==> config.mk <==
export PLATFORM = sky130hd
export DESIGN_NAME = drd_queue
export DESIGN_NICKNAME = d
export VERILOG_FILES = /design/src/sv/drd_pkg.sv /design/src/sv/drd_queue.sv
export VERILOG_INCLUDE_DIRS = /design/src /design/src/sv
export SDC_FILE = /design/constraint.sdc
export NUM_CORES = 1
export LEC_CHECK = 0
export ABC_AREA = 1
export BUFFER_PORTS_ARGS = -buffer_cell sky130_fd_sc_hd__buf_2
export CORE_ASPECT_RATIO = 1.1
export CORE_MARGIN = 2
export CORE_UTILIZATION = 56
export DETAILED_ROUTE_END_ITERATION = 8
export GPL_TIMING_DRIVEN = 0
export PLACE_DENSITY = 0.84
export REMOVE_ABC_BUFFERS = 1
export SETUP_SLACK_MARGIN = 0.2
export SYNTH_ARGS = -nofsm -noshare
export SYNTH_HDL_FRONTEND = slang
export SYNTH_SLANG_ARGS = --single-unit
export TNS_END_PERCENT = 100
==> constraint.sdc <==
create_clock -name clk -period 28 [get_ports clk]
set_input_delay 1.4 -clock clk [delete_from_list [all_inputs] [get_ports clk]]
set_output_delay 1.4 -clock clk [all_outputs]
set_load 0.03 [all_outputs]
==> src/sv/detection_row_decoder_macros.svh <==
// assertion helpers, clock clk and active-low reset rst_n
`ifndef DETECTION_ROW_DECODER_MACROS_SVH
`define DETECTION_ROW_DECODER_MACROS_SVH

// same-cycle implication
`define DRD_ASSERT_IMPLY(lbl, ante, cons, msg) \
    lbl: assert property (@(posedge clk) disable iff (!rst_n) (ante) |-> (cons)) \
        else $error(msg);

// next-cycle implication
`define DRD_ASSERT_NEXT(lbl, ante, cons, msg) \
    lbl: assert property (@(posedge clk) disable iff (!rst_n) (ante) |=> (cons)) \
        else $error(msg);

`endif

==> src/sv/drd_pkg.sv <==
`default_nettype none
package drd_pkg;

    localparam int MAX_CLASSES  = 128;
    localparam int VALUE_W      = 32;
    localparam int THR_W        = 17;
    localparam int SCALE_W      = 16;
    localparam int POS_W        = 8;
    localparam int ROW_W        = 16;
    localparam int CLASS_W      = 7;
    localparam int BOX_W        = 24;
    localparam int BOX_FIELDS   = 4;
    localparam int FRAC_W       = 16;
    localparam int SCALE_FRAC_W = 8;
    localparam int NUM_W        = VALUE_W + 2;
    localparam int PROD_W       = NUM_W + SCALE_W + 1;
    localparam int QUEUE_DEPTH  = 2;

    localparam int CFG_INDEX_W  = 3;
    localparam int CFG_DATA_W   = THR_W;

    localparam logic [CFG_INDEX_W-1:0] REG_LAYOUT_MODE    = 3'd0;
    localparam logic [CFG_INDEX_W-1:0] REG_CLASS_COUNT    = 3'd1;
    localparam logic [CFG_INDEX_W-1:0] REG_SCORE_THR      = 3'd2;
    localparam logic [CFG_INDEX_W-1:0] REG_CONFIDENCE_THR = 3'd3;
    localparam logic [CFG_INDEX_W-1:0] REG_X_SCALE        = 3'd4;
    localparam logic [CFG_INDEX_W-1:0] REG_Y_SCALE        = 3'd5;

    localparam logic [POS_W-1:0] FIRST_CLASS_BOX = POS_W'(BOX_FIELDS);
    localparam logic [POS_W-1:0] FIRST_CLASS_OBJ = POS_W'(BOX_FIELDS + 1);

    localparam logic signed [PROD_W-1:0] BOX_HI = PROD_W'((2 ** (BOX_W - 1)) - 1);
    localparam logic signed [PROD_W-1:0] BOX_LO = -BOX_HI - PROD_W'(1);

    typedef struct packed {
        logic                      layout_mode;
        logic [POS_W-1:0]          class_count;
        logic [THR_W-1:0]          score_threshold;
        logic [THR_W-1:0]          confidence_threshold;
        logic [SCALE_W-1:0]        x_scale;
        logic [SCALE_W-1:0]        y_scale;
    } drd_cfg_t;

    typedef struct packed {
        logic [ROW_W-1:0]          row_number;
        logic [CLASS_W-1:0]        class_index;
        logic signed [VALUE_W-1:0] score;
        logic signed [VALUE_W-1:0] x;
        logic signed [VALUE_W-1:0] y;
        logic signed [VALUE_W-1:0] w;
        logic signed [VALUE_W-1:0] h;
    } drd_det_t;

    // truncate toward zero after dropping frac bits, then clamp to the box range
    function automatic logic signed [BOX_W-1:0] drd_trunc_sat(
        input logic signed [PROD_W-1:0] p,
        input logic                     half
    );
        logic signed [PROD_W-1:0] q;
        logic                     rem;
        if (half)
        begin
            q   = p >>> (FRAC_W + SCALE_FRAC_W + 1);
            rem = |p[FRAC_W+SCALE_FRAC_W:0];
        end
        else
        begin
            q   = p >>> (FRAC_W + SCALE_FRAC_W);
            rem = |p[FRAC_W+SCALE_FRAC_W-1:0];
        end
        if (p[PROD_W-1] && rem)
        begin
            q = q + PROD_W'(1);
        end
        if (q > BOX_HI)
        begin
            q = BOX_HI;
        end
        else if (q < BOX_LO)
        begin
            q = BOX_LO;
        end
        return q[BOX_W-1:0];
    endfunction

endpackage
`default_nettype wire

==> src/sv/drd_queue.sv <==
`default_nettype none
`include "detection_row_decoder_macros.svh"
module drd_queue (
    input  wire logic              clk,
    input  wire logic              rst_n,
    input  wire logic              push,
    input  wire drd_pkg::drd_det_t push_data,
    input  wire logic              pop,
    output logic                   full,
    output logic                   head_valid,
    output drd_pkg::drd_det_t      head_data
);
    import drd_pkg::*;

    localparam int PTR_W = (QUEUE_DEPTH > 1) ? $clog2(QUEUE_DEPTH) : 1;
    localparam int CNT_W = $clog2(QUEUE_DEPTH + 1);

    drd_det_t           mem [QUEUE_DEPTH];
    logic [PTR_W-1:0]   wr_ptr_reg, wr_ptr_next;
    logic [PTR_W-1:0]   rd_ptr_reg, rd_ptr_next;
    logic [CNT_W-1:0]   count_reg, count_next;
    logic               do_push, do_pop;

    assign full       = count_reg == CNT_W'(QUEUE_DEPTH);
    assign head_valid = count_reg != '0;
    assign head_data  = mem[rd_ptr_reg];
    assign do_push    = push && !full;
    assign do_pop     = pop && head_valid;

    assign wr_ptr_next = (wr_ptr_reg == PTR_W'(QUEUE_DEPTH - 1)) ? '0 : wr_ptr_reg + PTR_W'(1);
    assign rd_ptr_next = (rd_ptr_reg == PTR_W'(QUEUE_DEPTH - 1)) ? '0 : rd_ptr_reg + PTR_W'(1);

    always_comb
    begin
        count_next = count_reg;
        if (do_push && !do_pop)
        begin
            count_next = count_reg + CNT_W'(1);
        end
        else if (do_pop && !do_push)
        begin
            count_next = count_reg - CNT_W'(1);
        end
    end

    always_ff @(posedge clk)
    begin
        if (do_push)
        begin
            mem[wr_ptr_reg] <= push_data;
        end
    end

    always_ff @(posedge clk or negedge rst_n)
    begin
        if (!rst_n)
        begin
            wr_ptr_reg <= '0;
            rd_ptr_reg <= '0;
            count_reg  <= '0;
        end
        else
        begin
            if (do_push)
            begin
                wr_ptr_reg <= wr_ptr_next;
            end
            if (do_pop)
            begin
                rd_ptr_reg <= rd_ptr_next;
            end
            count_reg <= count_next;
        end
    end

    `DRD_ASSERT_IMPLY(a_count_bound, 1'b1, count_reg <= CNT_W'(QUEUE_DEPTH), "queue count above depth")
    `DRD_ASSERT_IMPLY(a_no_push_full, push, !full, "detection pushed into full queue")
    `DRD_ASSERT_NEXT(a_push_count, do_push && !do_pop, count_reg == $past(count_reg) + CNT_W'(1), "count did not grow on push")
    `DRD_ASSERT_NEXT(a_pop_count, do_pop && !do_push, count_reg == $past(count_reg) - CNT_W'(1), "count did not shrink on pop")

endmodule
`default_nettype wire

* Yosys cells after proc, flatten, opt, wreduce, memory -nomap -nowiden
Memories as Yosys holds them, arrays and structs flattened.
Cells that the tools add are included.
** Word-level totals
- Logic and storage cells :: 24
- Memories kept :: 1
- Register bits :: 4
- Output and inout port bits :: 185
- Input port bits :: 187
- RAM bits :: 366
** Memories
- mem :: depth 2, bits a word 183, read ports 1, clocked after memory_dff 0, write ports 1, RTL line drd_queue.sv:18 : drd_det_t mem [QUEUE_DEPTH];
** Cells by class
- Reductions and logical operators :: 9
- Multiplexer cells :: 6
- $add $sub $neg :: 4
- Equal/unequal tests :: 1
** Operators with widths (count)
- $logic_and A1 B1 Y1 :: 4
- $mux W1 :: 4
- $mux W2 :: 2
- $reduce_bool A2 Y1 :: 2
- $logic_not A1 Y1 :: 3
- $add A1 B1 Y1 const B :: 2
- $add A2 B1 Y2 const B :: 1
- $eq A2 B2 Y1 const B :: 1
- $sub A2 B1 Y2 const B :: 1

* Logic depth before layout (Yosys ltp)
- Word-level depth :: 7
- Depth in mapped cells :: 9
- Mapped depth without buffers :: 9

* Worst setup path after synthesis
OpenSTA, ideal clock, no wires.
- Kind :: input -> register
- From :: input port push
- To :: memory mem[1][0] (netlist bit), enable pin
- Path slack :: 18178 ps
- Stages on the path :: 2
- Path buffers :: 0
- Data required time :: 27271 ps
- Data arrival time :: 9094 ps
- Cells stage by stage :: o21ai_0 -> nor2_1
** Between the ends
- Longest elaborated chain between the ends :: 3
** Ends and longest elaborated chain
- from (decl) :: RTL line drd_queue.sv:6 : input wire logic push,
- $logic_and A1 B1 Y1 :: RTL line drd_queue.sv:27 : assign do_push = push && !full;
- $mux W1 :: RTL line drd_queue.sv:48 : if (do_push)
- $mux W1 (not written as such) :: RTL line drd_queue.sv:50 : mem[wr_ptr_reg] <= push_data;
- to (decl) :: RTL line drd_queue.sv:18
Every way passes these cells.

==> impl_metrics.yaml <==
cts:
  clock-root-buffer: "clkbuf_16"
  numCtsBuffers: 37
  clkTransAtPathRegs_ps: 60
  clkSinkCount: 370
  clock_latency_ps: 500
  hold_buffers: 0
  post-cts-setup-buffers: 0
  h-tree-depth: 2
  cts_tree: "built"
  clock_path_buffers: 3
  cts_resized: 0
worst_setup_path:
  cp-end-kind: "output pin"
  slowest_stage: "dfrtp_4"
  max_stage_delay_ps: 720
  crit_chain: "inv_6 > buf_16 > nand2_1 > nand2_1 > buf_2"
  critPathBufInv: 3
  critPathKind: "flip-flop to output pin"
  cp_data_arrival_time_ps: 2710
  startpoint: "rd_ptr_reg$_DFFE_PN0P_"
  worstSetupEndpoint: "head_data[167]"
  cp_top_family: "buffers and inverters"
  r2r-start: "count_reg[1]$_DFFE_PN0P_"
  worst-path-stages: 5
  crit_path_start_kind: "flip-flop"
  ff2ff_path_depth: 6
  cp_common_cell: "nand2_1"
  crit_fanout: 97
  r2r-end: "mem[0][105]$_DFFE_PP_"
  crit_required_ps: 26600
  reg2reg_slack_ps: 25690
finish:
  layout.nets: 1555
  fill_cells: 1512
  final_area_um2: 16900
  multi_input_area_um2: 2160
  seq_area_um2: 11100
  area_delta_synth_final_pct: 24.3
  layout-drive-gt1-share: 0.312
  largest_reg_flops: 366
route:
  dr.first_iter.drc_count: 597
  wl_per_cell_um: 17.5
  ant_nets: 0
  drc: 0
  via_count: 8659
  routed_wl_um: 29800
  viasPerCell: 5.09
  dr.pass1.iters: 4
logic_synthesis:
  synth_seq_area_share: 0.815
  synthCells: 988
  synthTopCellsByArea: "edfxtp_1 81%, nand2_1 15%, buf_6 1.6%"
  ys_seq_elements: 370
  synth_area_um2: 13600
  synth_warnings: 0
  synthFlopType: "edfxtp_1"
  synth_common_cells: "560 x nand2_1, 366 x edfxtp_1, 20 x buf_2"
  synth.largest_area_cell: "edfxtp_1"
  postSynthAreaPerCell_um2: 13.8
  synth.top_cell.area_share: 0.807
  post-synth-top-count-cell: "nand2_1"
  synthDistinctLibCells: 15
  synth_edf_count: 366
  async_flop_share: 0.0108
grt:
  antenna_found_initial: 10
  grt_max_degree: 98
  grt.total_usage: 0.227
  grt_pass1_vias: 8677
  grt_pass1_wl_um: 45200
  grt.overflow.total: 0
power_and_ir_drop:
  p_int_mw: 1.22
  p_sw_frac: 0.402
  power.leakage_nw: 7.31
  p_seq_frac: 0.389
  powerDensity_nw_per_um2: 121
  p_switching_mw: 0.824
  clkPwrFrac: 0.229
  peakVddDrop_mv: 0.137
  pwr-share-comb: 0.382
die:
  rows: 59
  chipWidth_um: 153
  core_um2: 23800
  num_io_pins: 372
  dieArea_um2: 25600
  chipHeight_um: 168
  initial_utilization: 0.573
sta:
  layout_min_cycle_time_ps: 4110
  clock_skew_ps: 15.1
  fin_tns_setup_ps: 0
  post-route-period-util: 0.147
  rsz0062_at_grt: "false"
  worstMarginPinSlew_ps: 693
  setup_violations: 0
  slew_viol_final: 0
  relSlewSlack: 0.538
  clock.fmax_mhz: 243
  finalHoldViolCount: 0
run:
  maxCapViolations: 0
worst_hold_path:
  hold_class: "flip-flop to flip-flop"
  whs_path_depth: 2
placed_design:
  place_area_um2: 15800
  port_buffers: 371
  hpwl_um: 19200
  gp_congestion: 0.776
outcome:
  status: "completed"
power by group through the flow:
stage | combinational [mW] | sequential (mW) | clock [mW]
after CTS | 0.789 | 0.796 | 0.478
final | 0.783 | 0.796 | 0.469
after global routing | 0.840 | 0.806 | 0.498
after detailed placement | 0.783 | 0.806 | 0
after floorplan | 0.515 | 0.842 | 0
after global placement | 0.752 | 0.879 | 0
layer usage:
metal	part of all wire	global-route usage	up-vias
met5	0.00023	0	-
met4	0.046	0.114	2
met3	0.079	0.0590	91
met2	0.54	0.421	382
met1	0.33	0.239	4070
li1	-	-	4114
tightest hold or removal path, delay by kind of cell, from the launching register on:
kind,cells,cell delay [ps]
flip-flops,1,340
AND/OR/NAND/NOR,2,110
metrics by stage:
step / total power, mW / hold WS (ps) / utilization / setup WS (ps) / instances
final: 2.05 / 485 / 0.712 / 23890 / 1702
after global routing: 2.14 / 552 / 0.712 / 23700 / 1701
after CTS: 2.06 / 482 / 0.711 / 23850 / 1693
after detailed placement: 1.59 / 470 / 0.663 / 24410 / 1633
after global placement: 1.63 / 455 / 0.653 / 14140 / 1623
after floorplan: 1.36 / 442 / - / 18180 / 947
cells in the final DEF (no fill, tap or decap), types with 6 or more instances in the layout:
cell / synthesis / routed
inv_1: 7 / 6
buf_12: 0 / 6
diode_2: 0 / 9
edfxtp_1: 366 / 366
nand2_1: 560 / 560
clkbuf_16: 0 / 37
clkbuf_1: 0 / 9
buf_2: 20 / 371
layout make-up:
| class | count | share of cell area |
|---|---|---|
| sequential | 370 | 0.655 |
| tap | 305 | 0.0225 |
| antenna | 9 | 0.00133 |
| timing repair buffer | 381 | 0.123 |
| clock buffer | 46 | 0.0567 |
| inverter | 8 | 0.00251 |
| clock inverter | 14 | 0.0105 |
| multi-input combinational | 569 | 0.128 |
cells by family after synthesis:
logic type,after synthesis,share of synthesized area
fa+ha+maj,1,0.000919
xor+xnor,1,0.000643
simple gates,566,0.156
flops,370,0.815
compound gates,1,0.000367
buf+inv,49,0.0271
worst min-delay path by stage:
| stage | startpoint | slack, ps | to |
|---|---|---|---|
| global placement | count_reg[1]$_DFFE_PN0P_ | 450 | count_reg[1]$_DFFE_PN0P_ |
| CTS | wr_ptr_reg$_DFFE_PN0N_ | 480 | wr_ptr_reg$_DFFE_PN0N_ |
| detailed placement | wr_ptr_reg$_DFFE_PN0N_ | 470 | wr_ptr_reg$_DFFE_PN0N_ |
| finish | wr_ptr_reg$_DFFE_PN0N_ | 480 | wr_ptr_reg$_DFFE_PN0N_ |
| global route | count_reg[1]$_DFFE_PN0P_ | 550 | count_reg[1]$_DFFE_PN0P_ |
| floorplan | count_reg[1]$_DFFE_PN0P_ | 440 | count_reg[1]$_DFFE_PN0P_ |
Power figures use the tool's default switching activity.
