### src/sv/detection_row_decoder_macros.svh
// assertion helpers, clock clk and active-low reset rst_n
`ifndef DETECTION_ROW_DECODER_MACROS_SVH
`define DETECTION_ROW_DECODER_MACROS_SVH

// same-cycle implication
`define DRD_ASSERT_IMPLY(lbl, ante, cons, msg) \
    lbl: assert property (@(posedge clk) disable iff (!rst_n) (ante) |-> (cons)) \
        else $error(msg);

// next-cycle implication
`define DRD_ASSERT_NEXT(lbl, ante, cons, msg) \
    lbl: assert property (@(posedge clk) disable iff (!rst_n) (ante) |=> (cons)) \
        else $error(msg);

`endif

### src/sv/drd_pkg.sv
`default_nettype none
package drd_pkg;

    localparam int MAX_CLASSES  = 128;
    localparam int VALUE_W      = 32;
    localparam int THR_W        = 17;
    localparam int SCALE_W      = 16;
    localparam int POS_W        = 8;
    localparam int ROW_W        = 16;
    localparam int CLASS_W      = 7;
    localparam int BOX_W        = 24;
    localparam int BOX_FIELDS   = 4;
    localparam int FRAC_W       = 16;
    localparam int SCALE_FRAC_W = 8;
    localparam int NUM_W        = VALUE_W + 2;
    localparam int PROD_W       = NUM_W + SCALE_W + 1;
    localparam int QUEUE_DEPTH  = 2;

    localparam int CFG_INDEX_W  = 3;
    localparam int CFG_DATA_W   = THR_W;

    localparam logic [CFG_INDEX_W-1:0] REG_LAYOUT_MODE    = 3'd0;
    localparam logic [CFG_INDEX_W-1:0] REG_CLASS_COUNT    = 3'd1;
    localparam logic [CFG_INDEX_W-1:0] REG_SCORE_THR      = 3'd2;
    localparam logic [CFG_INDEX_W-1:0] REG_CONFIDENCE_THR = 3'd3;
    localparam logic [CFG_INDEX_W-1:0] REG_X_SCALE        = 3'd4;
    localparam logic [CFG_INDEX_W-1:0] REG_Y_SCALE        = 3'd5;

    localparam logic [POS_W-1:0] FIRST_CLASS_BOX = POS_W'(BOX_FIELDS);
    localparam logic [POS_W-1:0] FIRST_CLASS_OBJ = POS_W'(BOX_FIELDS + 1);

    localparam logic signed [PROD_W-1:0] BOX_HI = PROD_W'((2 ** (BOX_W - 1)) - 1);
    localparam logic signed [PROD_W-1:0] BOX_LO = -BOX_HI - PROD_W'(1);

    typedef struct packed {
        logic                      layout_mode;
        logic [POS_W-1:0]          class_count;
        logic [THR_W-1:0]          score_threshold;
        logic [THR_W-1:0]          confidence_threshold;
        logic [SCALE_W-1:0]        x_scale;
        logic [SCALE_W-1:0]        y_scale;
    } drd_cfg_t;

    typedef struct packed {
        logic [ROW_W-1:0]          row_number;
        logic [CLASS_W-1:0]        class_index;
        logic signed [VALUE_W-1:0] score;
        logic signed [VALUE_W-1:0] x;
        logic signed [VALUE_W-1:0] y;
        logic signed [VALUE_W-1:0] w;
        logic signed [VALUE_W-1:0] h;
    } drd_det_t;

    // truncate toward zero after dropping frac bits, then clamp to the box range
    function automatic logic signed [BOX_W-1:0] drd_trunc_sat(
        input logic signed [PROD_W-1:0] p,
        input logic                     half
    );
        logic signed [PROD_W-1:0] q;
        logic                     rem;
        if (half)
        begin
            q   = p >>> (FRAC_W + SCALE_FRAC_W + 1);
            rem = |p[FRAC_W+SCALE_FRAC_W:0];
        end
        else
        begin
            q   = p >>> (FRAC_W + SCALE_FRAC_W);
            rem = |p[FRAC_W+SCALE_FRAC_W-1:0];
        end
        if (p[PROD_W-1] && rem)
        begin
            q = q + PROD_W'(1);
        end
        if (q > BOX_HI)
        begin
            q = BOX_HI;
        end
        else if (q < BOX_LO)
        begin
            q = BOX_LO;
        end
        return q[BOX_W-1:0];
    endfunction

endpackage
`default_nettype wire

### src/sv/drd_front.sv
`default_nettype none
module drd_front (
    input  wire logic                               clk,
    input  wire logic                               rst_n,
    input  wire drd_pkg::drd_cfg_t                  cfg,
    input  wire logic                               in_valid,
    output logic                                    in_ready,
    input  wire logic signed [drd_pkg::VALUE_W-1:0] value,
    input  wire logic                               frame_start,
    input  wire logic                               queue_full,
    output logic                                    push,
    output drd_pkg::drd_det_t                       push_data
);
    import drd_pkg::*;

    logic [POS_W-1:0]          pos_reg, pos_next;
    logic [ROW_W-1:0]          row_reg, row_next;
    logic signed [VALUE_W-1:0] box_reg [BOX_FIELDS];
    logic signed [VALUE_W-1:0] obj_reg;
    logic signed [VALUE_W-1:0] best_reg, best_next;
    logic [CLASS_W-1:0]        cls_reg, cls_next;

    logic                      accept;
    logic [POS_W-1:0]          cnt;
    logic [POS_W-1:0]          first;
    logic [POS_W-1:0]          last;
    logic [POS_W-1:0]          p;
    logic [ROW_W-1:0]          row;
    logic [POS_W-1:0]          k_raw;
    logic [POS_W-1:0]          k;
    logic                      is_class;
    logic                      take;
    logic                      row_end;
    logic                      v_gt, b_gt, obj_ok, pass;

    assign in_ready = !queue_full;
    assign accept   = in_valid && in_ready;

    always_comb
    begin
        if (cfg.class_count == '0)
        begin
            cnt = POS_W'(1);
        end
        else if (cfg.class_count > POS_W'(MAX_CLASSES))
        begin
            cnt = POS_W'(MAX_CLASSES);
        end
        else
        begin
            cnt = cfg.class_count;
        end
    end

    assign first    = cfg.layout_mode ? FIRST_CLASS_OBJ : FIRST_CLASS_BOX;
    assign last     = first + cnt - POS_W'(1);
    assign p        = frame_start ? '0 : pos_reg;
    assign row      = frame_start ? '0 : row_reg;
    assign k_raw    = p - first;
    assign k        = (k_raw > cnt - POS_W'(1)) ? cnt - POS_W'(1) : k_raw;
    assign is_class = p >= first;
    assign take     = is_class && ((p == first) || (value > best_reg));
    assign row_end  = p >= last;

    assign best_next = take ? value : best_reg;
    assign cls_next  = take ? k[CLASS_W-1:0] : cls_reg;

    // thresholds are non-negative, compare one bit wider
    assign v_gt   = $signed({value[VALUE_W-1], value})
                    > $signed({{(VALUE_W+1-THR_W){1'b0}}, cfg.score_threshold});
    assign b_gt   = $signed({best_reg[VALUE_W-1], best_reg})
                    > $signed({{(VALUE_W+1-THR_W){1'b0}}, cfg.score_threshold});
    assign obj_ok = $signed({obj_reg[VALUE_W-1], obj_reg})
                    >= $signed({{(VALUE_W+1-THR_W){1'b0}}, cfg.confidence_threshold});
    assign pass   = (take ? v_gt : b_gt) && (!cfg.layout_mode || obj_ok);

    assign pos_next = row_end ? '0 : p + POS_W'(1);
    assign row_next = row_end ? row + ROW_W'(1) : row;

    assign push = accept && row_end && pass;

    always_comb
    begin
        push_data.row_number  = row;
        push_data.class_index = cls_next;
        push_data.score       = cfg.layout_mode ? obj_reg : best_next;
        push_data.x           = box_reg[0];
        push_data.y           = box_reg[1];
        push_data.w           = box_reg[2];
        push_data.h           = box_reg[3];
    end

    always_ff @(posedge clk or negedge rst_n)
    begin
        if (!rst_n)
        begin
            pos_reg <= '0;
            row_reg <= '0;
            for (int i = 0; i < BOX_FIELDS; i++)
            begin
                box_reg[i] <= '0;
            end
            obj_reg  <= '0;
            best_reg <= '0;
            cls_reg  <= '0;
        end
        else if (accept)
        begin
            pos_reg <= pos_next;
            row_reg <= row_next;
            if (p < FIRST_CLASS_BOX)
            begin
                box_reg[p[1:0]] <= value;
            end
            else if (p < first)
            begin
                obj_reg <= value;
            end
            else
            begin
                best_reg <= best_next;
                cls_reg  <= cls_next;
            end
        end
    end

endmodule
`default_nettype wire

### config.mk
export PLATFORM = sky130hd
export DESIGN_NAME = drd_front
export DESIGN_NICKNAME = d
export VERILOG_FILES = /design/src/sv/detection_row_decoder_macros.svh /design/src/sv/drd_pkg.sv /design/src/sv/drd_front.sv
export SDC_FILE = /design/constraint.sdc
export NUM_CORES = 1
export LEC_CHECK = 0
export ABC_AREA = 1
export BUFFER_PORTS_ARGS = -buffer_cell sky130_fd_sc_hd__buf_2
export CAP_MARGIN = 20
export CORE_MARGIN = 1
export CORE_UTILIZATION = 59
export DETAILED_ROUTE_END_ITERATION = 6
export GPL_TIMING_DRIVEN = 0
export PLACE_DENSITY = 0.82
export SYNTH_ARGS = -nofsm -noshare
export SYNTH_HDL_FRONTEND = slang
export SYNTH_SLANG_ARGS = --single-unit
### constraint.sdc
create_clock -name clk -period 10.2 [get_ports clk]
set_input_delay 3.06 -clock clk [delete_from_list [all_inputs] [get_ports clk]]
set_output_delay 3.06 -clock clk [all_outputs]
set_load 0.01 [all_outputs]
======== Word level (Yosys, flattened, before mapping) ========
Cells that the tools add are included.
cells by class
  add/sub/neg operators ................... 6
  magnitude comparators ................... 12
  equality and inequality tests ........... 1
  multiplexer cells ....................... 15
  bitwise operators ....................... 3
  reductions and logical operators ........ 14
operator list
  kind                   count
  $bwmux 128             1
  $mux 32                3
  $demux 32 s2           1
  $gt 32x18->1           2
  $ge 32x18->1           1
  $gt 32x32->1           1
  $mux 16                2
  $mux 8                 4
  $add 16x1->16 const B  1
  $sub 8x1->8 const B    2
  $mux 7                 2
  $add 3x8->8            1
  $add 8x1->8 const B    1
  $eq 8x3->1             1
  $ge 8x3->1             1
  $ge 8x8->1             1
  $gt 8x8->1             1
  $gt 8x8->1 const B     1
  $logic_not 8->1        1
  $lt 8x3->1             1
  $lt 8x3->1 const B     1
  $sub 8x3->8            1
  $logic_and 1x1->1      6
  $reduce_and 3->1       2
  other kinds (8)        12
storage, ports and cells
  register bits ........................... 223
  input port bits ......................... 112
  output and inout port bits .............. 185
  word-level logic and storage cells ...... 60

======== Longest topological paths before layout ========
Gate-level depths: netlist of the first run.
  depth in word-level cells ............... 8
  depth in mapped cells ................... 25
  mapped depth without buffers ............ 25

======== Worst setup path before layout of the first run ========
Ideal clock, no wire load.
  path type ............................... in2out
  from .................................... input cfg[74] (netlist bit)
  to ...................................... output push
  arrival ................................. 5.841 ns
  required time ........................... 7.140 ns
  setup slack ............................. 1.299 ns
  stages .................................. 17
  path buffers ............................ 2
  cells stage by stage .................... clkbuf_1 clkinv_1 clkbuf_1 ha_1 ha_1 nor3_1 nand3_1 xor2_1 ha_1 nand2_1 nor2_1 nand4_1 nand3_1 nand2_1 a21oi_1 nand2_1 nor2_1
on the way
  word-level cells in the longest chain between the ends .. 7
  elaborated cells between the ends (all ways) .. 14
  classes of those cells .................. 2 x add/sub; 2 x order compare; 1 x eq/ne; 2 x mux; 7 x reduce/logical
ends and longest elaborated chain
  item                                                                 RTL line         source
  from (decl)                                                          drd_front.sv:5   input wire drd_pkg::drd_cfg_t cfg,
  parallel branches: the longest is 6 deep, another holds $add 3x8->8  n/a
  $logic_and 1x1->1 *                                                  drd_front.sv:80  assign push = accept && row_end && pass;
  to (decl)                                                            drd_front.sv:11  output logic push,
Every way passes the cells marked *.

======== Worst setup path after layout of the first run ========
Ends and elaborated chain as after synthesis.

==> impl_metrics.toml, run 1 <==
[run_status]
run_status = "finished clean"

[synthesis]
post-synth-top-area-fraction = 0.4252
synth.ff_latch_count = 223
postSynthCellCount = 1653
synth.yosys.seq_area_share = 0.4252
netlist-cell-type-count = 41
yosysTopAreaCell = "sky130_fd_sc_hd__dfrtp_1"
post_synth_net_total = 1874
synth.avg_cell_area_um2 = 7.939
synth.cell_area_um2 = 13120
synth-warning-count = 0
yosys-top-cells-area = "sky130_fd_sc_hd__dfrtp_1 43%, sky130_fd_sc_hd__nand2_1 14%, sky130_fd_sc_hd__ha_1 10%"

[setup_path]
timing_worst_setup_path_type = "input port to primary output"
timing.rr.start = "pos_reg[0]"
endpoint_kind = "primary output"
timing.reg2reg.worst_path_depth = 21
timing.critical_path.fanout_max = 10
required_ps = 7140
setup.worst_path.start_class = "input port"
critical_path.reg2reg.endpoint = "cls_reg[6]"
critPathLaunch = "cfg[74]"
crit_end = "push"
cp_data_arrival_time_ps = 6910
worst-r2r-setup-slack_ps = 6870

[global_route]
grt_pass1_wl_um = 59600
global_route.usage.total = 0.3362
grt_pass1_vias = 11760
globalRouteOverflowTotal = 0
grt_max_degree = 117
antenna_found_initial = 0

[power]
total_leakage_power_nw = 8.735
vdd.ir_drop.worst_uv = 184.7
power_density_nw_per_um2 = 254.7
total_power_mw = 4.001

[finish]
n_antenna_cell = 0
sequential_cell_area_um2 = 5580
largest_register_ff_count = 128
areaGrowthSynthToFinish_pct = 19.68
finish.instance_area_um2 = 15710
final_cells = 2243
final_net_count = 2166
most-common-layout-cells = "490 x sky130_fd_sc_hd__nand2_1, 272 x sky130_fd_sc_hd__buf_2, 223 x sky130_fd_sc_hd__dfrtp_1"
multi_input_comb_area_um2 = 6379
n_fill_cell = 1763
post_route_cells_drive_above_1_share = 0.2028
layout.cells.most_common = "sky130_fd_sc_hd__nand2_1"

[place]
io_buffer_count = 264
final_wtd_congestion = 0.9228
post_dp_cell_area_um2 = 14830
place_worst_setup_slack_ps = -120.5
detailed_place_hpwl_um = 28780
dp_cells = 2198

[floorplan]
top_level_ports = 297
initial_core_util = 0.6013
floorplan.die_area_um2 = 22840
die_width_um = 151.1
die_height_um = 151.1
core-area_um2 = 21820
floorplan.rows = 54

[timing]
final.setup.worst_slack_ps = 228.9
fmax_mhz = 100.3
setup_violations = 0
worst_pin_slew_ps = 1196
relSlewSlack = 0.1990
min_cycle_time_layout_ps = 9971
slew_viol_final = 0
rsz0062_at_grt = "false"
hold_violations = 0
hold_slack_ps = 472.9
period_share = 0.9776
finalClockSkew_ps = 20.08

[cts]
htreeDepth = 1
cts.reportedPaths.clkPinSlew_ps = 60
cts-buffers-inserted = 25
clock_tree.buffer_depth = 3
cts_root_buffer = "sky130_fd_sc_hd__clkbuf_16"
clock_latency_ps = 530
cts_tree = "done"
clock_sinks = 223

[routing]
drt_iter0_drc = 837
ant_nets = 0
drt_pass1_iterations = 5
drc = 0
avgViaCountPerCell = 5.597
num_vias = 12550
totalWireLength_um = 38890
wl_per_cell_um = 17.34

[hold_path]
worst_hold_path_type = "flop to flop"

[job]
max_cap_violations = 0
## worst min-delay path by stage
stage	start	cells past startpoint	to	slack, ps
after global placement	push_data[25]	2	push_data[25]	460
after CTS	push_data[17]	2	push_data[17]	480
final	push_data[17]	2	push_data[17]	470
after floorplan	cls_reg[0]	2	cls_reg[0]	450
after detailed placement	push_data[17]	2	push_data[17]	460
after global routing	best_reg[21]	2	best_reg[21]	490
## synth_stat cells
cell	n
sky130_fd_sc_hd__buf_4	12
sky130_fd_sc_hd__o21ai_2	34
sky130_fd_sc_hd__xnor2_1	10
sky130_fd_sc_hd__nor2_2	3
sky130_fd_sc_hd__nand4_1	20
sky130_fd_sc_hd__nor2_1	74
sky130_fd_sc_hd__dfrtp_1	223
sky130_fd_sc_hd__o21a_1	3
sky130_fd_sc_hd__xor2_1	21
sky130_fd_sc_hd__nand3_1	147
sky130_fd_sc_hd__o211ai_1	3
sky130_fd_sc_hd__or2_2	1
sky130_fd_sc_hd__nor3_1	13
sky130_fd_sc_hd__clkbuf_1	22
sky130_fd_sc_hd__a21o_1	4
sky130_fd_sc_hd__conb_1	1
sky130_fd_sc_hd__o221ai_1	1
sky130_fd_sc_hd__nor4_1	7
sky130_fd_sc_hd__a31o_2	1
sky130_fd_sc_hd__ha_1	109
sky130_fd_sc_hd__nand2_2	1
sky130_fd_sc_hd__o21ai_0	54
sky130_fd_sc_hd__nor4_4	1
sky130_fd_sc_hd__buf_6	17
sky130_fd_sc_hd__inv_2	2
sky130_fd_sc_hd__or2_1	1
sky130_fd_sc_hd__nor2_4	4
sky130_fd_sc_hd__buf_1	2
sky130_fd_sc_hd__and2_1	7
sky130_fd_sc_hd__buf_2	9
sky130_fd_sc_hd__a21oi_1	46
sky130_fd_sc_hd__nand3b_1	1
sky130_fd_sc_hd__inv_1	196
sky130_fd_sc_hd__a31oi_1	2
sky130_fd_sc_hd__nand2_4	4
sky130_fd_sc_hd__and3b_1	1
sky130_fd_sc_hd__o22ai_1	8
sky130_fd_sc_hd__nand2_1	490
sky130_fd_sc_hd__nor3b_1	2
sky130_fd_sc_hd__o21ai_1	95
sky130_fd_sc_hd__clkinv_1	1
## logic make-up after synthesis
kind of cell	synth area share
adder cells (fa/ha/maj)	0.1039
other	0.0002858
AND/OR/NAND/NOR	0.2523
AO/OA/AOI/OAI	0.1089
buffers and inverters	0.08867
flip-flops	0.4252
XOR/XNOR	0.02069
## metrics by stage
step	TNS [ps]	utilization
floorplan	0	-
global placement	-58.87	0.6779
detailed placement	-120.5	0.6796
CTS	0	0.7196
global route	0	0.7196
finish	0	0.7196
## worst max-delay path, stage by stage
cell                       delay (ps)
sky130_fd_sc_hd__buf_2            120
sky130_fd_sc_hd__clkbuf_2         230
sky130_fd_sc_hd__clkinv_2         170
sky130_fd_sc_hd__clkbuf_2         280
sky130_fd_sc_hd__ha_1             290
sky130_fd_sc_hd__ha_1             210
sky130_fd_sc_hd__nor3_1           300
sky130_fd_sc_hd__nand3_1          140
sky130_fd_sc_hd__xor2_1           160
sky130_fd_sc_hd__ha_1             270
sky130_fd_sc_hd__nand2_1           60
sky130_fd_sc_hd__nor2_1           140
sky130_fd_sc_hd__nand4_1          120
sky130_fd_sc_hd__nand3_1          330
sky130_fd_sc_hd__nand2_1          320
sky130_fd_sc_hd__a21oi_1          200
sky130_fd_sc_hd__nand2_1           70
sky130_fd_sc_hd__nor2_1           220
sky130_fd_sc_hd__buf_2            190
## power by group
| part | switching (mW) | leakage, nW | internal (mW) |
|---|---|---|---|
| registers | 0.234 | 2.89 | 1.23 |
| logic | 0.936 | 5.43 | 0.642 |
| clock network | 0.375 | 0.415 | 0.581 |
| total | 1.55 | 8.73 | 2.46 |
## what timing repair did
action | 4_1_cts | 5_1_grt
hold buffers | 0 | 0
setup endpoints to repair | 1 | 1
endpoints found under the hold margin | 0 | 0
buffers inserted | 0 | 0
resized for setup | 2 | 2
## layer usage
| metal | wire length, um | up-vias | track usage | part of all wire |
|---|---|---|---|---|
| met3 | 3048 | 92 | 0.05030 | 0.078 |
| met4 | 1296 | 0 | 0.1180 | 0.033 |
| li1 | - | 5960 | - | - |
| met2 | 18360 | 538 | 0.5619 | 0.47 |
| met5 | 0 | - | 0 | 0 |
| met1 | 16190 | 5964 | 0.4439 | 0.42 |
## cell type report
cell class / instances / share of cell area
multi-input combinational: 1169 / 0.4061
inverter: 199 / 0.04764
clock buffer: 33 / 0.04430
buffer: 62 / 0.02669
clock inverter: 12 / 0.01107
tap: 280 / 0.02231
sequential: 223 / 0.3553
timing repair buffer: 265 / 0.08652
Power figures use the tool's default switching activity.
==> run 2: changes to the inputs <==
--- a/config.mk
+++ b/config.mk
@@ -9,10 +9,11 @@
 export BUFFER_PORTS_ARGS = -buffer_cell sky130_fd_sc_hd__buf_2
 export CAP_MARGIN = 20
 export CORE_MARGIN = 1
-export CORE_UTILIZATION = 59
+export CORE_UTILIZATION = 61
+export CTS_BUF_LIST = sky130_fd_sc_hd__clkbuf_4
 export DETAILED_ROUTE_END_ITERATION = 6
 export GPL_TIMING_DRIVEN = 0
-export PLACE_DENSITY = 0.82
+export PLACE_DENSITY = 0.85
 export SYNTH_ARGS = -nofsm -noshare
 export SYNTH_HDL_FRONTEND = slang
 export SYNTH_SLANG_ARGS = --single-unit
==> impl_metrics.toml, run 2 (synthesis results as in run 1) <==
[run_status]
run_status = "finished clean"

[cts]
clock_sinks = 223
htreeDepth = 2
cts_tree = "done"
clock_latency_ps = 710
cts.reportedPaths.clkPinSlew_ps = 60
cts_root_buffer = "sky130_fd_sc_hd__clkbuf_4"
clock_tree.buffer_depth = 3
hold_buffers = 0
cts-buffers-inserted = 57

[finish]
most-common-layout-cells = "490 x sky130_fd_sc_hd__nand2_1, 272 x sky130_fd_sc_hd__buf_2, 223 x sky130_fd_sc_hd__dfrtp_1"
largest_register_ff_count = 128
post_route_cells_drive_above_1_share = 0.2162
final_net_count = 2197
areaGrowthSynthToFinish_pct = 18.37
layout.cells.most_common = "sky130_fd_sc_hd__nand2_1"
n_fill_cell = 1680
postLayoutCoreUtil = 0.7366

[timing]
timing.setup.tns_ps = 0
relSlewSlack = 0.3762
hold_slack_ps = 477.5
worst_pin_slew_ps = 931.6
min_cycle_time_layout_ps = 9879
finalClockSkew_ps = 44.13
setup_violations = 0
hold_violations = 0
fmax_mhz = 101.2
slew_viol_final = 0
period_share = 0.9686
rsz0062_at_grt = "false"

[global_route]
global_route.usage.total = 0.3583
grt_max_degree = 115
grt_pass1_vias = 12510
globalRouteOverflowTotal = 0
grt_pass1_wl_um = 62170
antenna_found_initial = 3

[place]
detailed_place_hpwl_um = 28900
final_wtd_congestion = 0.9383
io_buffer_count = 264

[setup_path]
required_ps = 7140
timing.critical_path.fanout_max = 10
endpoint_kind = "primary output"
setup.worst_path.start_class = "input port"
cp_data_arrival_time_ps = 6820
timing_worst_setup_path_type = "input port to primary output"

[floorplan]
die_height_um = 148.7
die_width_um = 148.7
initial_core_util = 0.6223
floorplan.rows = 53
core-area_um2 = 21090
floorplan.die_area_um2 = 22100
top_level_ports = 297

[power]
total_power_mw = 3.810
power_density_nw_per_um2 = 245.3
vdd.ir_drop.worst_uv = 105.7
total_leakage_power_nw = 8.729

[routing]
num_vias = 12920
avgViaCountPerCell = 5.615
drt_pass1_iterations = 7
wl_per_cell_um = 17.03
totalWireLength_um = 39180
drt_iter0_drc = 981
drc = 0
ant_nets = 0

[hold_path]
worst_hold_path_type = "flop to flop"

[job]
max_cap_violations = 0
[run 2: metal layers]
layer	track usage	part of all wire
met2	0.5965	0.47
met4	0.1639	0.040
met1	0.4482	0.40
met3	0.07331	0.087
met5	0	0
[run 2: layout make-up]
class | instances | area, um^2 | share of cell area
tap | 275 | 344.1 | 0.02215
clock buffer | 72 | 540.5 | 0.03480
clock inverter | 32 | 160.2 | 0.01031
buffer | 61 | 412.9 | 0.02658
antenna | 4 | 10.01 | 0.0006444
multi-input combinational | 1169 | 6379 | 0.4106
inverter | 199 | 748.2 | 0.04817
timing repair buffer | 265 | 1359 | 0.08747
sequential | 223 | 5580 | 0.3592
[run 2: worst max-delay path, cell delays in order]
cell and delay, ps:
sky130_fd_sc_hd__buf_2 250, sky130_fd_sc_hd__clkinv_2 190, sky130_fd_sc_hd__clkbuf_1 340, sky130_fd_sc_hd__ha_1 330, sky130_fd_sc_hd__ha_1 220, sky130_fd_sc_hd__nor3_1 330, sky130_fd_sc_hd__nand3_1 140, sky130_fd_sc_hd__xor2_1 170
sky130_fd_sc_hd__ha_1 280, sky130_fd_sc_hd__nand2_1 60, sky130_fd_sc_hd__nor2_1 140, sky130_fd_sc_hd__nand4_1 120, sky130_fd_sc_hd__nand3_1 330, sky130_fd_sc_hd__nand2_1 310, sky130_fd_sc_hd__a21oi_1 220, sky130_fd_sc_hd__nand2_1 70
sky130_fd_sc_hd__nor2_1 80, sky130_fd_sc_hd__buf_2 180
[run 2: per-stage QoR]
step                      std cells  area [um^2]  worst slack (ps)
after floorplan                1653        13120              1299
after global placement         2192        14790             30.54
after detailed placement       2193        14830             20.16
after CTS                      2297        15530             85.15
after global routing           2297        15530             142.7
final                          2300        15530             320.6
[run 2: what timing repair did]
| item | 4_1_cts | 5_1_grt |
|---|---|---|
| hold endpoints to repair | 0 | 0 |
| setup endpoints to repair | 1 | 1 |
| setup buffers | 0 | 0 |
| gates resized for setup | 1 | 0 |
[run 2: report_power, final]
group	leakage [nW]	internal (mW)	switching (mW)
Clock	0.416	0.362	0.390
Sequential	2.89	1.23	0.236
Combinational	5.42	0.644	0.948
Total	8.73	2.24	1.57
[run 2: path summary, 6_finish.rpt]
check / from / end / slack [ps] / cells past startpoint
setup / recovery: cfg[74] / push / 320 / 18
hold / removal: push_data[82] / push_data[82] / 480 / 2
setup reg to reg: pos_reg[0] / cls_reg[3] / 6920 / 21
hold reg to reg: push_data[82] / push_data[82] / 480 / 2
max in group asynchronous: rst_n / pos_reg[7] / 6700 / 2
min in group asynchronous: rst_n / push_data[79] / 2450 / 1
==> run 3: changes to the inputs <==
--- a/config.mk
+++ b/config.mk
@@ -5,7 +5,6 @@
 export SDC_FILE = /design/constraint.sdc
 export NUM_CORES = 1
 export LEC_CHECK = 0
-export ABC_AREA = 1
 export BUFFER_PORTS_ARGS = -buffer_cell sky130_fd_sc_hd__buf_2
 export CAP_MARGIN = 20
 export CORE_MARGIN = 1
==> impl_metrics.toml, run 3 <==
[run_status]
run_status = "complete, but fails checks"
violations = "DRC"

[timing]
worst_pin_slew_ps = 923.4
finalClockSkew_ps = 37.60
fmax_mhz = 101.9
setup_violations = 0
final.setup.worst_slack_ps = 386.8
hold_violations = 0
slew_viol_final = 0
period_share = 0.9621
rsz0062_at_grt = "false"
min_cycle_time_layout_ps = 9813
relSlewSlack = 0.3844

[power]
share_comb_of_total_power = 0.392
p_switching_mw = 1.269
vdd.ir_drop.worst_uv = 167.3
total_leakage_power_nw = 7.830
seqPwrFrac = 0.404
power.share.clock = 0.203
cellInternalPower_mw = 2.253
power_density_nw_per_um2 = 235.6
power_switching_share = 0.3603
total_power_mw = 3.522

[synthesis]
yosys.cell_count.top_type = "sky130_fd_sc_hd__dfrtp_1"
netlist-cell-type-count = 53
yosys-top-cells-area = "sky130_fd_sc_hd__dfrtp_1 44%, sky130_fd_sc_hd__mux2_2 15%, sky130_fd_sc_hd__ha_1 11%"
synth_enable_flop_cells = 0
synth.avg_cell_area_um2 = 11.01
postSynthCellCount = 1142
post-synth-top-area-fraction = 0.4439
synth.cell_area_um2 = 12570
post_synth_net_total = 1363
synth_flop_cell = "sky130_fd_sc_hd__dfrtp_1"
synth.yosys.seq_area_share = 0.4439
synth-warning-count = 0
yosysTopAreaCell = "sky130_fd_sc_hd__dfrtp_1"
synth.ff_latch_count = 223
ys_async_sr_fraction = 1.000
synth_commonest_cells = "223 x sky130_fd_sc_hd__dfrtp_1, 164 x sky130_fd_sc_hd__mux2_2, 109 x sky130_fd_sc_hd__ha_1"

[setup_path]
timing.rr.start = "pos_reg[1]"
worst_path_dominant_cell_family = "compound AO/OA/AOI/OAI gates"
crit_path_max_incr_delay_ps = 350
critical_path.reg2reg.endpoint = "best_reg[22]"
required_ps = 7140
setup.worst_path.start_class = "input port"
worst_path_max_delay_cell = "sky130_fd_sc_hd__a2111oi_0"
critical_path.cell_chain = "clkbuf_1, nor3_2, nand2b_1, nor3_1, o21ai_0, ha_1, ha_1, nor2_1, xor2_1, nand2_1, ha_1, a21o_1, a2111oi_0, o21ai_0, o211ai_1, nor2_2, nand2_1, a21oi_1, o21a_1, buf_2"
endpoint_kind = "primary output"
timing_worst_setup_path_type = "input port to primary output"
timing.critical_path.fanout_max = 7
path_buf_inv = 2
cp_data_arrival_time_ps = 6750
worst-path-stages = 20
path_common_cell = "sky130_fd_sc_hd__ha_1"
crit_end = "push"
worst-r2r-setup-slack_ps = 6250
critPathLaunch = "cfg[69]"
timing.reg2reg.worst_path_depth = 13

[cts]
clock_tree.buffer_depth = 3
clock_sinks = 223
hold_buffers = 0
htreeDepth = 2
cts_tree = "done"
clock_latency_ps = 670
cts_root_buffer = "sky130_fd_sc_hd__clkbuf_4"
cts-buffers-inserted = 57
cts.reportedPaths.clkPinSlew_ps = 60

[place]
post_dp_cell_area_um2 = 14250
io_buffer_count = 261
place_worst_setup_slack_ps = -38.30
detailed_place_hpwl_um = 23740
final_wtd_congestion = 0.8827

[finish]
most-common-layout-cells = "267 x sky130_fd_sc_hd__buf_2, 223 x sky130_fd_sc_hd__dfrtp_1, 164 x sky130_fd_sc_hd__mux2_2"
post_route_cells_drive_above_1_share = 0.3538
sequential_cell_area_um2 = 5580
layout.cells.most_common = "sky130_fd_sc_hd__buf_2"
largest_register_ff_count = 128
final_net_count = 1685
finish.instance_area_um2 = 14950
n_fill_cell = 1439
areaGrowthSynthToFinish_pct = 18.91
multi_input_comb_area_um2 = 6500

[floorplan]
top_level_ports = 297
initial_core_util = 0.6213
floorplan.die_area_um2 = 21190
die_height_um = 145.6
die_width_um = 145.6
core-area_um2 = 20230
floorplan.rows = 52

[global_route]
grt_pass1_wl_um = 52030
grt_max_degree = 120
globalRouteOverflowTotal = 0
global_route.usage.total = 0.3078
grt_pass1_vias = 10280
antenna_found_initial = 1

[routing]
num_vias = 10100
ant_nets = 0
drt_iter0_drc = 636
totalWireLength_um = 31800
avgViaCountPerCell = 5.698
drt_pass1_iterations = 7
drc = 1
wl_per_cell_um = 17.94

[hold_path]
worst_hold_path_type = "flop to flop"

[job]
max_cap_violations = 0
[run 3: cell count changes after synthesis, sizes merged, moves of 19 or more]
cell / delta
nor2: -19
buf: -25
a21oi: +19
nand3: -129
inv: -115
nand2: -434
nor2b: +30
mux2i: +43
mux2: +202
o21ai: -150
[run 3: layout make-up]
cell class	count	share of cell area
inverter	84	0.02109
tap	270	0.02260
timing repair buffer	264	0.09089
buffer	44	0.01222
clock buffer	81	0.04068
antenna	1	0.0001674
clock inverter	15	0.004269
sequential	223	0.3733
multi-input combinational	790	0.4348
[run 3: routing by layer]
metal | track usage | routed length [um] | vias up
met5 | 0 | 0 | -
met4 | 0.1326 | 1058 | 0
met3 | 0.05423 | 1807 | 68
met2 | 0.4959 | 15070 | 367
met1 | 0.4117 | 13860 | 4903
li1 | - | - | 4758
[run 3: kinds of logic (layout without fill, tap and decap cells)]
family,count (synthesis),count (layout),synth area share
buf+inv,129,488,0.03981
fa+ha+maj,109,109,0.1085
flops,223,223,0.4439
simple gates,260,260,0.1028
compound gates,153,153,0.07424
other cells,1,2,0.0002983
mux,245,245,0.2152
xor+xnor,22,22,0.01533
[run 3: stage by stage]
stage | util | hold WS [ps] | setup TNS [ps] | cells
after floorplan | - | 449.8 | 0 | 1142
after global placement | 0.7026 | 459.4 | 0 | 1673
after detailed placement | 0.7044 | 466.9 | -38.30 | 1674
after CTS | 0.7377 | 480.6 | 0 | 1770
after global routing | 0.7388 | 506.6 | 0 | 1772
final | 0.7388 | 478.6 | 0 | 1772
[run 3: worst min-delay path by stage]
| stage | from | endpoint | slack, ps | cells after the start |
|---|---|---|---|---|
| 5_1_grt | push_data[116] | push_data[116] | 510 | 1 |
| 2_1_floorplan | obj_reg[0] | obj_reg[0] | 450 | 2 |
| 4_1_cts | push_data[32] | push_data[32] | 480 | 2 |
| 3_3_place_gp | push_data[32] | push_data[32] | 460 | 2 |
| 6_report | push_data[32] | push_data[32] | 480 | 2 |
| 3_5_place_dp | push_data[32] | push_data[32] | 470 | 2 |
[run 3: power by group through the flow]
| stage | clock (mW) | sequential [mW] | combinational, mW |
|---|---|---|---|
| final | 0.716 | 1.42 | 1.38 |
| after global routing | 0.784 | 1.47 | 1.51 |
| after floorplan | 0 | 1.50 | 0.752 |
| after global placement | 0 | 1.41 | 1.32 |
| after detailed placement | 0 | 1.44 | 1.38 |
| after CTS | 0.734 | 1.42 | 1.39 |
[run 3: worst reg2reg max path, cell delays in order (launching register included)]
cell                       delay [ps]
sky130_fd_sc_hd__dfrtp_1          390
sky130_fd_sc_hd__nor2b_1          390
sky130_fd_sc_hd__inv_1            170
sky130_fd_sc_hd__ha_1             240
sky130_fd_sc_hd__nor3b_1          300
sky130_fd_sc_hd__a211oi_1         190
sky130_fd_sc_hd__a311oi_1         460
sky130_fd_sc_hd__o311ai_1         180
sky130_fd_sc_hd__o41ai_1          120
sky130_fd_sc_hd__a211oi_2         170
sky130_fd_sc_hd__or3_1            480
sky130_fd_sc_hd__buf_4            220
sky130_fd_sc_hd__buf_4            200
sky130_fd_sc_hd__mux2_1           330
[run 3: repair_timing]
action                                  CTS  global route
setup buffers                             0             2
endpoints found under the setup margin    1             2
gates resized for setup                   1             3
cloned                                    0             0
pin swaps                                 0             1
